[src/rtl/mlp_relu_sigmoid_inference_macros.svh]
// ---------------------------------------------------------------------------
// mlp relu sigmoid inference assertion macros
// shared concurrent assertion forms, clocked on clk and disabled in reset
// ---------------------------------------------------------------------------
`ifndef MLP_RELU_SIGMOID_INFERENCE_MACROS_SVH
`define MLP_RELU_SIGMOID_INFERENCE_MACROS_SVH

// same-cycle implication
`define MRSI_ASSERT_IMP(lbl, ante, cons, msg) \
  lbl: assert property (@(posedge clk) disable iff (rst) (ante) |-> (cons)) \
    else $error(msg);

// next-cycle implication
`define MRSI_ASSERT_NXT(lbl, ante, cons, msg) \
  lbl: assert property (@(posedge clk) disable iff (rst) (ante) |=> (cons)) \
    else $error(msg);

`endif

[src/rtl/mrsi_pkg.sv]
// ---------------------------------------------------------------------------
// mrsi_pkg
// shared types, constants and helpers of the mlp inference block
// ---------------------------------------------------------------------------
package mrsi_pkg;

  localparam int DEF_INPUTS        = 16;
  localparam int DEF_HIDDEN_WIDTH  = 64;
  localparam int DEF_HIDDEN_LAYERS = 3;
  localparam int DEF_OUTPUTS       = 4;
  localparam int DEF_PARAM_DEPTH   = 16384;

  localparam int PA_MAX_W    = 18;
  localparam int QUEUE_DEPTH = 2;
  localparam int MAX_EMIT    = 4;
  localparam int CFG_IDX_W   = 1;

  localparam logic [CFG_IDX_W-1:0] REG_OUT_MIN = 1'b0;
  localparam logic [CFG_IDX_W-1:0] REG_OUT_MAX = 1'b1;

  localparam logic CMD_LOAD  = 1'b0;
  localparam logic CMD_STATE = 1'b1;

  localparam logic signed [31:0] SIG_LIM = 32'sd524288;

  localparam logic [16:0] SIG_TABLE [17] = '{
    17'd22, 17'd60, 17'd162, 17'd439, 17'd1179, 17'd3108, 17'd7812, 17'd17625,
    17'd32768, 17'd47911, 17'd57724, 17'd62428, 17'd64357, 17'd65097,
    17'd65374, 17'd65476, 17'd65514
  };

  typedef enum logic [1:0] {
    K_LOAD  = 2'd0,
    K_STORE = 2'd1,
    K_RUN   = 2'd2
  } kind_t;

  typedef struct packed {
    logic               cmd;
    logic [13:0]        param_addr;
    logic [3:0]         state_index;
    logic signed [31:0] data_value;
  } in_item_t;

  typedef struct packed {
    logic [1:0]         control_index;
    logic signed [31:0] control_value;
    logic               last_control;
  } out_item_t;

  typedef struct packed {
    kind_t                kind;
    logic [PA_MAX_W-1:0]  addr;
    logic [3:0]           sidx;
    logic signed [31:0]   data;
  } q_item_t;

  typedef struct packed {
    logic full;
    logic empty;
  } q_status_t;

  function automatic int clog2m(input int n);
    return (n > 1) ? $clog2(n) : 1;
  endfunction

  function automatic logic signed [31:0] sat32(input logic signed [63:0] v);
    logic signed [31:0] r;
    if (v > 64'sd2147483647) r = 32'sh7fffffff;
    else if (v < -64'sd2147483648) r = 32'sh80000000;
    else r = v[31:0];
    return r;
  endfunction

  function automatic logic signed [63:0] mul32s(input logic signed [31:0] a,
                                                input logic signed [31:0] b);
    logic signed [63:0] r;
    r = 64'(a) * 64'(b);
    return r;
  endfunction

endpackage

[src/rtl/mrsi_queue.sv]
// ---------------------------------------------------------------------------
// mrsi_queue
// short fifo between the front and the compute engine
// ---------------------------------------------------------------------------
module mrsi_queue #(
  parameter int DEPTH = mrsi_pkg::QUEUE_DEPTH
) (
  input  logic                clk,
  input  logic                rst,
  input  logic                push,
  input  mrsi_pkg::q_item_t   push_item,
  input  logic                pop,
  output logic                q_valid,
  output mrsi_pkg::q_item_t   q_item,
  output mrsi_pkg::q_status_t qst
);
  import mrsi_pkg::*;

  localparam int P_W = clog2m(DEPTH);
  localparam int C_W = $clog2(DEPTH + 1);

  q_item_t        entry [DEPTH];
  logic [P_W-1:0] wp;
  logic [P_W-1:0] rp;
  logic [C_W-1:0] count;
  logic           do_push;
  logic           do_pop;

  assign do_push = push && (count != C_W'(DEPTH));
  assign do_pop  = pop && (count != '0);

  always_ff @(posedge clk) begin
    if (do_push) entry[wp] <= push_item;
  end

  always_ff @(posedge clk) begin
    if (rst) begin
      wp    <= '0;
      rp    <= '0;
      count <= '0;
    end else begin
      if (do_push) wp <= (wp == P_W'(DEPTH - 1)) ? '0 : wp + 1'b1;
      if (do_pop) rp <= (rp == P_W'(DEPTH - 1)) ? '0 : rp + 1'b1;
      count <= count + C_W'(do_push) - C_W'(do_pop);
    end
  end

  assign q_valid   = (count != '0);
  assign q_item    = entry[rp];
  assign qst.full  = (count == C_W'(DEPTH));
  assign qst.empty = (count == '0);

endmodule

[config.mk]
export PLATFORM = sky130hd
export DESIGN_NAME = mrsi_queue
export DESIGN_NICKNAME = d
export VERILOG_FILES = /design/src/rtl/mlp_relu_sigmoid_inference_macros.svh /design/src/rtl/mrsi_pkg.sv /design/src/rtl/mrsi_queue.sv
export SDC_FILE = /design/constraint.sdc
export NUM_CORES = 1
export LEC_CHECK = 0
export BUFFER_PORTS_ARGS = -buffer_cell sky130_fd_sc_hd__buf_2
export CAP_MARGIN = 20
export CORE_MARGIN = 2
export CORE_UTILIZATION = 46
export CTS_CLUSTER_DIAMETER = 40
export DETAILED_ROUTE_END_ITERATION = 8
export PLACE_DENSITY_LB_ADDON = 0.3
export SKIP_CTS_REPAIR_TIMING = 1
export SYNTH_ARGS = -nofsm -noshare
export SYNTH_HDL_FRONTEND = slang
export SYNTH_SLANG_ARGS = --single-unit
[constraint.sdc]
create_clock -name clk -period 2.5 [get_ports clk]
set_clock_uncertainty 0.2 [all_clocks]
set_input_delay 0.375 -clock clk [delete_from_list [all_inputs] [get_ports clk]]
set_output_delay 0.375 -clock clk [all_outputs]
set_load 0.005 [all_outputs]
**After elaboration in Yosys (flattened, before gate mapping)**

Memories as Yosys holds them, arrays and structs flattened. A register that Yosys moved wholly into a read port is not among the register bits.
Cells that the tools add are included.

- Add/sub/neg operators: 4
- Reduce and logical (&&, ||, !) cells: 4
- Eq/ne operators: 2
- Multiplexer cells: 6

Operator list:

| operator | number |
|---|---|
| two-way mux 1 bit | 6 |
| adder 1 bit (second input constant) | 2 |
| adder 2 x 1 -> 2 bit | 1 |
| == test 2 bit (second input constant) | 1 |
| logical AND 1 bit | 2 |
| logical NOT 2 bit | 1 |
| inequality test 2 bit (second input constant) | 1 |
| nonzero test 2 bit | 1 |
| subtractor 2 x 1 -> 2 bit | 1 |

- Bits in writable memories: 112
- Memories kept: 1
- Register bits after elaboration: 4
- Output and inout port bits: 59
- Word-level logic and storage cells: 20
- Input port bits: 60

Memories:

| memory | depth | width | rd ports | clocked after Yosys merged registers in | wr ports | line | text |
|---|---|---|---|---|---|---|---|
| entry | 2 | 56 | 1 | 1 | 1 | mrsi_queue.sv:22 | `q_item_t entry [DEPTH];` |

**Longest topological paths before layout**

Gate-level depths: netlist of run 1.

- Word-level depth: 4
- Depth in mapped cells: 8

**Least setup slack after synthesis of run 1**

No wires, ideal clock.

- Path type: reg2reg
- Start: register count[0]
- End: memory entry[0][0] (netlist name), enable pin
- Arrival: 1,942 ps
- Stages on the path, launching flop included: 5
- Period minus slack after synthesis: 2,552 ps
- Setup slack: -52 ps
- Setup time: 410 ps
- Cell sequence: dfxtp_1 > nand2b_2 > inv_2 > or3_1 > inv_1

- Cells in the longest elaborated chain, start to end: 4

RTL lines:

| item | line | text |
|---|---|---|
| start, declared | mrsi_queue.sv:25 | `logic [C_W-1:0] count;` |
| start signal, assigned | mrsi_queue.sv:44 | `count <= count + C_W'(do_push) - C_W'(do_pop);` |
| inequality test 2 bit | mrsi_queue.sv:29 | `assign do_push = push && (count != C_W'(DEPTH));` |
| logical AND 1 bit | mrsi_queue.sv:29 |  |
| two-way mux 1 bit | mrsi_queue.sv:33 | `if (do_push) entry[wp] <= push_item;` |
| two-way mux 1 bit (implied by the code) | mrsi_queue.sv:33 |  |
| end, declared | mrsi_queue.sv:22 |  |

No other way between the ends.

==> impl_metrics.ini, run 1 <==
[setup_path]
cp_max_fo = 31
cp.depth = 3
crit_chain = buf_4 > mux2_1 > buf_2
crit_required_ns = 1.92
path_delay_family = buffers and inverters
worst-path-buf-inv = 2
cp.arrival_ns = 1.72
max_stage_delay_ns = 0.38
slowest_stage = buf_4
critPathKind = flip-flop to output port
cp-start-kind = flip-flop
end_kind = output port
reg2regPathDepth = 5
r2r_start = count[0]
rr_endpoint = entry[0][33]
r2r_setup_slack_ns = 0.61

[logic_synthesis]
yosysTopAreaCell = edfxtp_1
synth_area_sq_mm = 0.00429
ys.flop_type = edfxtp_1
synth-async-reset-ratio_pct = 0
ys_seq_elements = 117
synth_cell_types = 23
yosys-top-cells-area = edfxtp_1 78%, mux2_1 15%, dfxtp_1 2.3%
yosysWarnings = 0
syn_area_per_cell_sq_um = 21.3
yosys.area.top_type_share_pct = 78.3
syn_inst = 202
ys_seq_area_share_pct = 80.7
synth_nets = 264
synth-edff-count = 112

[cells_and_area]
fin_nets = 457
drive_gt1_share_pct = 38.4
area_growth_pct = 43.2
diodes = 0
final_cells = 517

[clocking]
cts-root-buf = clkbuf_8
htree_num_levels = 4
clock_latency_ns = 0.50
numClockSinks = 117
cts_buffers = 17
clk_pin_slew_ns = 0.05
clk_path_buf_depth = 2
cts_tree = yes

[placement]
dp_cells = 430
io_buffers = 118
place_hpwl_microns = 4470
place_ws_ns = 0.605
gp_congestion = 0.704

[timing]
rsz0062_at_grt = false
fin_ws_ns = 0.204
setup_tns_ns = 0
final-max-slew-violation-count = 0
min_period_ns = 2.30
setup_viol_count_final = 0
fin_crit_sh_pct = 91.9
finalHoldViolCount = 0
relSlewSlack_pct = 71.0
max_freq_mhz = 435
worst-slew-pin-transition_ns = 0.434

[drt]
antenna_left = 0
drt-initial-drc-count = 99
drc = 0
wl_microns = 7950
dr.pass1.iters = 4
viasPerCell = 4.77
vias = 2467
routedWlPerCell_microns = 15.4

[worst_hold_path]
min_to = rp
min-delay-start = pop
worstHoldPathCells = 4
hold_path_class = input port to flip-flop

[floorplan]
num_rows = 35
die_y_microns = 101
die-area_sq_mm = 0.0101
die_width_microns = 101
ios = 119
start_util_pct = 46.9
core_sq_mm = 0.00915

[global_route]
grt_pass1_vias = 2312
grt.overflow.total = 0
grt_pass1_wl_microns = 11100
antenna_found_initial = 0
grt_usage_pct = 15.1
grt_max_degree = 57

[outcome]
outcome = completed

[pwr]
vdd_ir_drop_max_mv = 0.652
cellLeakagePower_nw = 2.40
p_per_area_mw_per_mm2 = 997

[flow_run]
cap_violations = 0
-- metrics by stage --
stage	hold WS [ns]	power [mW]	instance area, sq um	utilization (%)
finish	0.101	6.13	6150	67.1
detailed placement	0.296	3.85	5020	54.8
floorplan	0.244	3.33	4300	-
global route	0.0944	6.44	6150	67.1
CTS	-0.166	6.13	5580	60.9
global placement	0.274	3.82	5020	54.8
-- report_power, final --
group          internal (mW)  total, mW  switching (mW)
logic                  0.641       1.29           0.648
clock network           1.49       2.27           0.779
registers               2.50       2.57          0.0725
total                   4.63       6.13            1.50
-- layer usage --
| layer | global-route usage (%) | wire length, microns |
|---|---|---|
| met1 | 17.7 | 3340 |
| met2 | 24.4 | 4080 |
| met3 | 5.34 | 412 |
| met4 | 8.22 | 113 |
| met5 | 0 | 0 |
-- flip-flops by register name (all words and copies together) (netlist names), named ones only --
signal,count
entry,112
rp,1
wp,1
count,2
-- cell families (layout without fill, tap and decap cells) --
logic type	after synthesis	after routing	share of synthesized area (%)
compound gates	3	3	0.437
xor+xnor	2	2	0.408
fa+ha+maj	2	2	0.583
buf+inv	11	215	1.78
flops	117	117	80.7
mux	56	56	14.7
simple gates	11	11	1.43
-- layout by cell type, fill, tap and decap left out, types with 2 or more instances in the layout --
| master | instances |
|---|---|
| buf_4 | 4 |
| clkinvlp_4 | 2 |
| mux2_1 | 56 |
| edfxtp_1 | 112 |
| bufinv_16 | 3 |
| nor2_1 | 3 |
| buf_2 | 118 |
| clkinv_1 | 3 |
| clkbuf_16 | 16 |
| inv_1 | 3 |
| ha_1 | 2 |
| dfxtp_1 | 4 |
| dlygate4sd3_1 | 57 |
| clkinv_2 | 4 |
-- final cells by class --
type	count	area [sq um]
well taps	111	139
clock inverters	12	138
inverters	5	22.5
fillers	605	3010
multi-input cells	74	753
flip-flops and latches	117	3460
repair buffers	180	1210
clock buffers	18	418
-- cells in the mapped netlist (all sizes together), types with 2 or more instances --
cell      n
nor2      3
edfxtp  112
buf       6
ha        2
mux2     56
inv       5
dfxtp     5
-- worst max-delay path by stage --
stage and end:
6_report q_item[4], 5_1_grt q_item[4], 3_3_place_gp entry[0][39], 3_5_place_dp entry[0][41]
4_1_cts q_item[8], 2_1_floorplan entry[0][0]
-- tightest hold or removal path: cells and delay by family --
family | cells | cell delay, ns
xor+xnor | 1 | 0.08
compound gates | 1 | 0.15
buf+inv | 1 | 0.08
simple gates | 1 | 0.08
Power figures use the tool's default switching activity.
==> run 2, diff against run 1 <==
CORE_MARGIN = 4   (was 2)
clock period = 2 ns   (was 2.5 ns; I/O delays follow)
==> run 2 against run 1 <==
Against the previous run: the flow now finishes with violations (setup timing); total power is 48% higher; worst setup slack worse by 0.31 ns; first-iteration DRC count is 6.1% higher; routed wire length is 25% higher; die area is 8.1% higher; cell count is 1.9% higher; non-clock buffer count is 11 higher; combinational power is 140% higher; clock-buffer cell count stayed put; largest cell class unchanged; cell area is 13% higher; critical endpoint is now q_item[29].
==> impl_metrics.ini, run 2 (same netlist as run 1, synthesis figures left out) <==
[timing]
worst-slew-pin-transition_ns = 0.349
final-max-slew-violation-count = 0
setup_tns_ns = -4.11
finalHoldViolCount = 0
relSlewSlack_pct = 76.8
fin_ws_ns = -0.102
holdWs_ns = 0.0123
max_freq_mhz = 476
fin_crit_sh_pct = 105
setup_viol_count_final = 56
rsz0062_at_grt = true
min_period_ns = 2.10

[pwr]
finalPower_mw = 9.09
p_per_area_mw_per_mm2 = 1310
cellLeakagePower_nw = 2.78
vdd_ir_drop_max_mv = 0.798

[cells_and_area]
utilization_pct = 78.0
drive_gt1_share_pct = 54.2
final_common_cell = edfxtp_1
regMostFlops = entry
layout_common_cells = 112 x edfxtp_1, 68 x buf_2, 57 x dlygate4sd3_1
area_growth_pct = 61.6
largest_reg_flops = 112
diodes = 0
reg.largest.list = entry: 112 flops, count: 2 flops
fin_area_sq_mm = 0.00694
final_cells = 527
fin_nets = 468
num-fill-cells = 487

[global_route]
grt.overflow.total = 0
grt_pass1_vias = 2467
grt_pass1_wl_microns = 12000
grt_usage_pct = 14.4
antenna_found_initial = 0
grt_max_degree = 43

[setup_path]
rr_endpoint = count[1]
cp.arrival_ns = 1.60
reg2regPathDepth = 7
crit_chain = buf_8 > clkbuf_16 > mux2_4 > buf_6
end_kind = output port
cp-start-kind = flip-flop
slowest_stage = dfxtp_4
crit_required_ns = 1.50
r2r_setup_slack_ns = 0.21
critPathKind = flip-flop to output port
max_stage_delay_ns = 0.36
path_delay_family = buffers and inverters
cp.depth = 4
r2r_start = count[1]
worst-path-buf-inv = 3
cp_max_fo = 7
crit_path_end = q_item[29]

[floorplan]
die_y_microns = 105
ios = 119
core_sq_mm = 0.00889
start_util_pct = 48.3
die-area_sq_mm = 0.0109
die_width_microns = 105
num_rows = 34

[clocking]
clock_latency_ns = 0.50
cts-root-buf = clkbuf_8
cts_buffers = 17
numClockSinks = 117
clk_pin_slew_ns = 0.05
cts_tree = yes
clk_path_buf_depth = 2
htree_num_levels = 4

[drt]
drt-initial-drc-count = 105
drc = 0
antenna_left = 0
viasPerCell = 4.91
routedWlPerCell_microns = 18.8
vias = 2589
dr.pass1.iters = 4
wl_microns = 9930

[placement]
place_hpwl_microns = 4850
gp_congestion = 0.666
io_buffers = 118
place_area_sq_mm = 0.00507
dp_cells = 428
place_ws_ns = 0.231

[worst_hold_path]
hold_path_class = input port to flip-flop
worstHoldPathCells = 4

[outcome]
violations = setup timing
outcome = finished with violations

[flow_run]
cap_violations = 0
==> run 2: tightest hold or removal path, cell delays in order <==
cell,delay [ns]
buf_2,0.10
inv_1,0.05
o21ai_0,0.15
a21oi_1,0.06
==> run 2: how the worst min path moves through the flow <==
| stage | endpoint | slack, ns | from |
|---|---|---|---|
| 4_1_cts | entry[1][48] | -0.25 | push_item[48] |
| 5_1_grt | flip-flop | 0.02 | pop |
| 3_3_place_gp | wp | 0.29 | wp |
| 2_1_floorplan | count[0] | 0.16 | rst |
| 6_report | wp | 0.01 | push |
| 3_5_place_dp | wp | 0.29 | wp |
==> run 2: final cells by class <==
cell class                 instances  area [sq um]  share of cell area (%)
clock inverter                    14           136                    1.97
clock buffer                      18           418                    6.02
multi-input combinational         74           958                    13.8
inverter                           5          22.5                   0.325
sequential                       117          3470                    50.0
timing repair buffer             191          1800                    25.9
tap                              108           135                    1.95
==> run 2: power breakdown <==
| group | internal (mW) | total (mW) | switching, mW | leakage, nW |
|---|---|---|---|---|
| clock network | 1.76 | 2.80 | 1.04 | 0.263 |
| registers | 3.13 | 3.25 | 0.116 | 1.09 |
| logic | 1.90 | 3.05 | 1.14 | 1.43 |
| total | 6.79 | 9.09 | 2.30 | 2.78 |
==> run 2: per-layer routing <==
metal | global-route usage [%] | wire length, microns | vias to the layer above
met2 | 22.9 | 5280 | 93
met3 | 6.35 | 539 | 13
li1 | - | - | 1201
met5 | 0 | 0 | -
met4 | 6.75 | 126 | 0
met1 | 16.9 | 3980 | 1282
==> run 3, diff against run 2 <==
--- a/config.mk
+++ b/config.mk
@@ -7,2 +7,3 @@
 export LEC_CHECK = 0
+export ABC_AREA = 1
 export BUFFER_PORTS_ARGS = -buffer_cell sky130_fd_sc_hd__buf_2
@@ -10,3 +11,3 @@
 export CORE_MARGIN = 4
-export CORE_UTILIZATION = 46
+export CORE_UTILIZATION = 47
 export CTS_CLUSTER_DIAMETER = 40
--- a/constraint.sdc
+++ b/constraint.sdc
@@ -4,2 +4,2 @@
 set_output_delay 0.3 -clock clk [all_outputs]
-set_load 0.005 [all_outputs]
+set_load 0.05 [all_outputs]
==> run 3 against run 2 <==
Against the previous run: the flow still finishes with violations (setup timing); clock power increased by 4%; worst setup slack worse by 0.030 ns; global-route usage is essentially flat; total power up 14%; maximum frequency fell by 1.4%.
==> impl_metrics.ini, run 3 <==
[logic_synthesis]
synth-simple-area-share_pct = 1.77
yosysTopAreaCell = edfxtp_1
synth_nets = 275
synth-edff-count = 112
synth_area_sq_mm = 0.00446
syn_inst = 213
yosys.area_share.xor_xnor_pct = 0
synth_top_family_by_area = multiplexers
ys_top_cells_by_count = 112 x edfxtp_1, 40 x mux2_4, 16 x mux2_2
synth_most_common_cell = edfxtp_1
yosys-top-cells-area = edfxtp_1 75%, mux2_4 13%, mux2_2 4.0%
yosys.area.top_type_share_pct = 75.5
synth-async-reset-ratio_pct = 0
synth_cell_types = 12
yosysWarnings = 0
ys.flop_type = edfxtp_1
synth_compound_area_share_pct = 0.225
ys_seq_area_share_pct = 77.7
post_synth_fa_ha_maj_area_fraction_pct = 0.561
syn_area_per_cell_sq_um = 20.9
ys_seq_elements = 117
synth.mux.area_fraction_pct = 17.5

[global_route]
grt_pass1_wl_microns = 12100
grt_usage_pct = 14.4
grt_pass1_vias = 2412
grt_max_degree = 31
grt.overflow.total = 0
antenna_found_initial = 0

[timing]
max_freq_mhz = 469
worst-slew-pin-transition_ns = 0.270
finalHoldViolCount = 0
rsz0062_at_grt = true
fin_ws_ns = -0.132
final-max-slew-violation-count = 0
fin_crit_sh_pct = 107
min_period_ns = 2.13
setup_viol_count_final = 56
relSlewSlack_pct = 82.0

[setup_path]
cp_max_fo = 5
rr_endpoint = count[1]
end_kind = output port
reg2regPathDepth = 10
critPathKind = flip-flop to output port
cp.arrival_ns = 1.63
cp-start-kind = flip-flop
crit_required_ns = 1.50
r2r_start = count[0]
r2r_setup_slack_ns = 0.19

[pwr]
p_per_area_mw_per_mm2 = 1440
p_int_mw = 6.90
finalPower_mw = 10.4
comb_power_share_pct = 40.8
switching_share_pct = 33.7
cellLeakagePower_nw = 2.90
vdd_ir_drop_max_mv = 0.750
netSwitchingPower_mw = 3.51
seqPwrFrac_pct = 31.1
p_clk_share_pct = 28.1

[outcome]
violations = setup timing
outcome = finished with violations

[floorplan]
core_sq_mm = 0.00924
start_util_pct = 48.2
die-area_sq_mm = 0.0111
die_y_microns = 105
num_rows = 35
ios = 119
die_width_microns = 105

[cells_and_area]
layout_common_cells = 112 x edfxtp_1, 62 x buf_2, 59 x dlygate4sd3_1
drive_gt1_share_pct = 52.1
final_common_cell = edfxtp_1
reg.largest.list = entry: 112 flops, count: 2 flops
fin_nets = 485
regMostFlops = entry
area_growth_pct = 61.9
diodes = 0
largest_reg_flops = 112

[drt]
antenna_left = 0
dr.pass1.iters = 5
viasPerCell = 4.68
drt-initial-drc-count = 116
wl_microns = 9770
drc = 0
vias = 2642
routedWlPerCell_microns = 17.3

[worst_hold_path]
hold_path_class = input port to flip-flop
worstHoldPathCells = 2
min_to = entry[0][3]
min-delay-start = push_item[3]

[clocking]
clk_pin_slew_ns = 0.06
clk_path_buf_depth = 2
htree_num_levels = 4
cts-root-buf = clkbuf_8
clock_latency_ns = 0.49
numClockSinks = 117
cts_buffers = 17
cts_tree = yes

[placement]
gp_congestion = 0.662
place_ws_ns = 0.217
io_buffers = 118
place_hpwl_microns = 5160

[flow_run]
cap_violations = 0
-- run 3: cell count changes after synthesis, sizes merged, moves of 3 or more --
cell / change
inv: +5
nand2: +7
nand3: +3
nor2: +6
-- run 3: metal layers --
layer / part of all wire (%) / vias up / global-route usage (%)
met5: 0 / - / 0
met4: 1.4 / 0 / 5.34
met3: 4.8 / 11 / 6.31
met2: 56 / 86 / 23.5
met1: 38 / 1300 / 16.8
li1: - / 1245 / -
-- run 3: metrics by stage --
stage | TNS, ns | instances | hold slack, ns | cell area (sq um) | utilization, %
after detailed placement | 0 | 461 | 0.277 | 5310 | 57.4
final | -6.40 | 565 | 0.323 | 7210 | 78.1
after CTS | -12.12 | 493 | -0.254 | 5890 | 63.7
after global routing | -10.06 | 565 | 0.298 | 7210 | 78.1
after global placement | 0 | 461 | 0.274 | 5310 | 57.4
after floorplan | -2.61 | 213 | 0.171 | 4470 | -
-- run 3: worst max-delay path: stages (launching register included) --
cell	delay, ns
dfxtp_4	0.38
buf_12	0.14
clkbuf_16	0.16
mux2_4	0.31
buf_6	0.15
-- run 3: cell type report --
class                   count  area (sq um)
well taps                 129           161
flip-flops and latches    117          3470
inverters                  10          41.3
clock buffers              19           422
multi-input cells          80           967
repair buffers            197          2000
fillers                   524          2030
clock inverters            13           156
-- run 3: worst max path at each step --
stage / start / to / depth (start not counted)
5_1_grt: flip-flop / q_item[34] / 4
6_report: flip-flop / q_item[20] / 4
2_1_floorplan: count[0] / entry[0][0] / 4
3_5_place_dp: count[0] / count[1] / 10
4_1_cts: flip-flop / q_item[47] / 3
3_3_place_gp: flip-flop / q_item[47] / 3
-- run 3: power by group through the flow --
stage | registers [mW] | clock network (mW) | logic [mW]
3_5_place_dp | 3.30 | 0 | 3.08
6_report | 3.24 | 2.92 | 4.24
3_3_place_gp | 3.28 | 0 | 3.06
4_1_cts | 3.25 | 2.97 | 3.08
5_1_grt | 3.28 | 3.10 | 4.44
2_1_floorplan | 3.24 | 0 | 2.46
-- run 3: kinds of logic after synthesis --
kind of cell,after synthesis
DFF,117
AOI/OAI and AO/OA,2
adders and majority gates,2
and+or+nand+nor,20
buffers and inverters,16
muxes,56
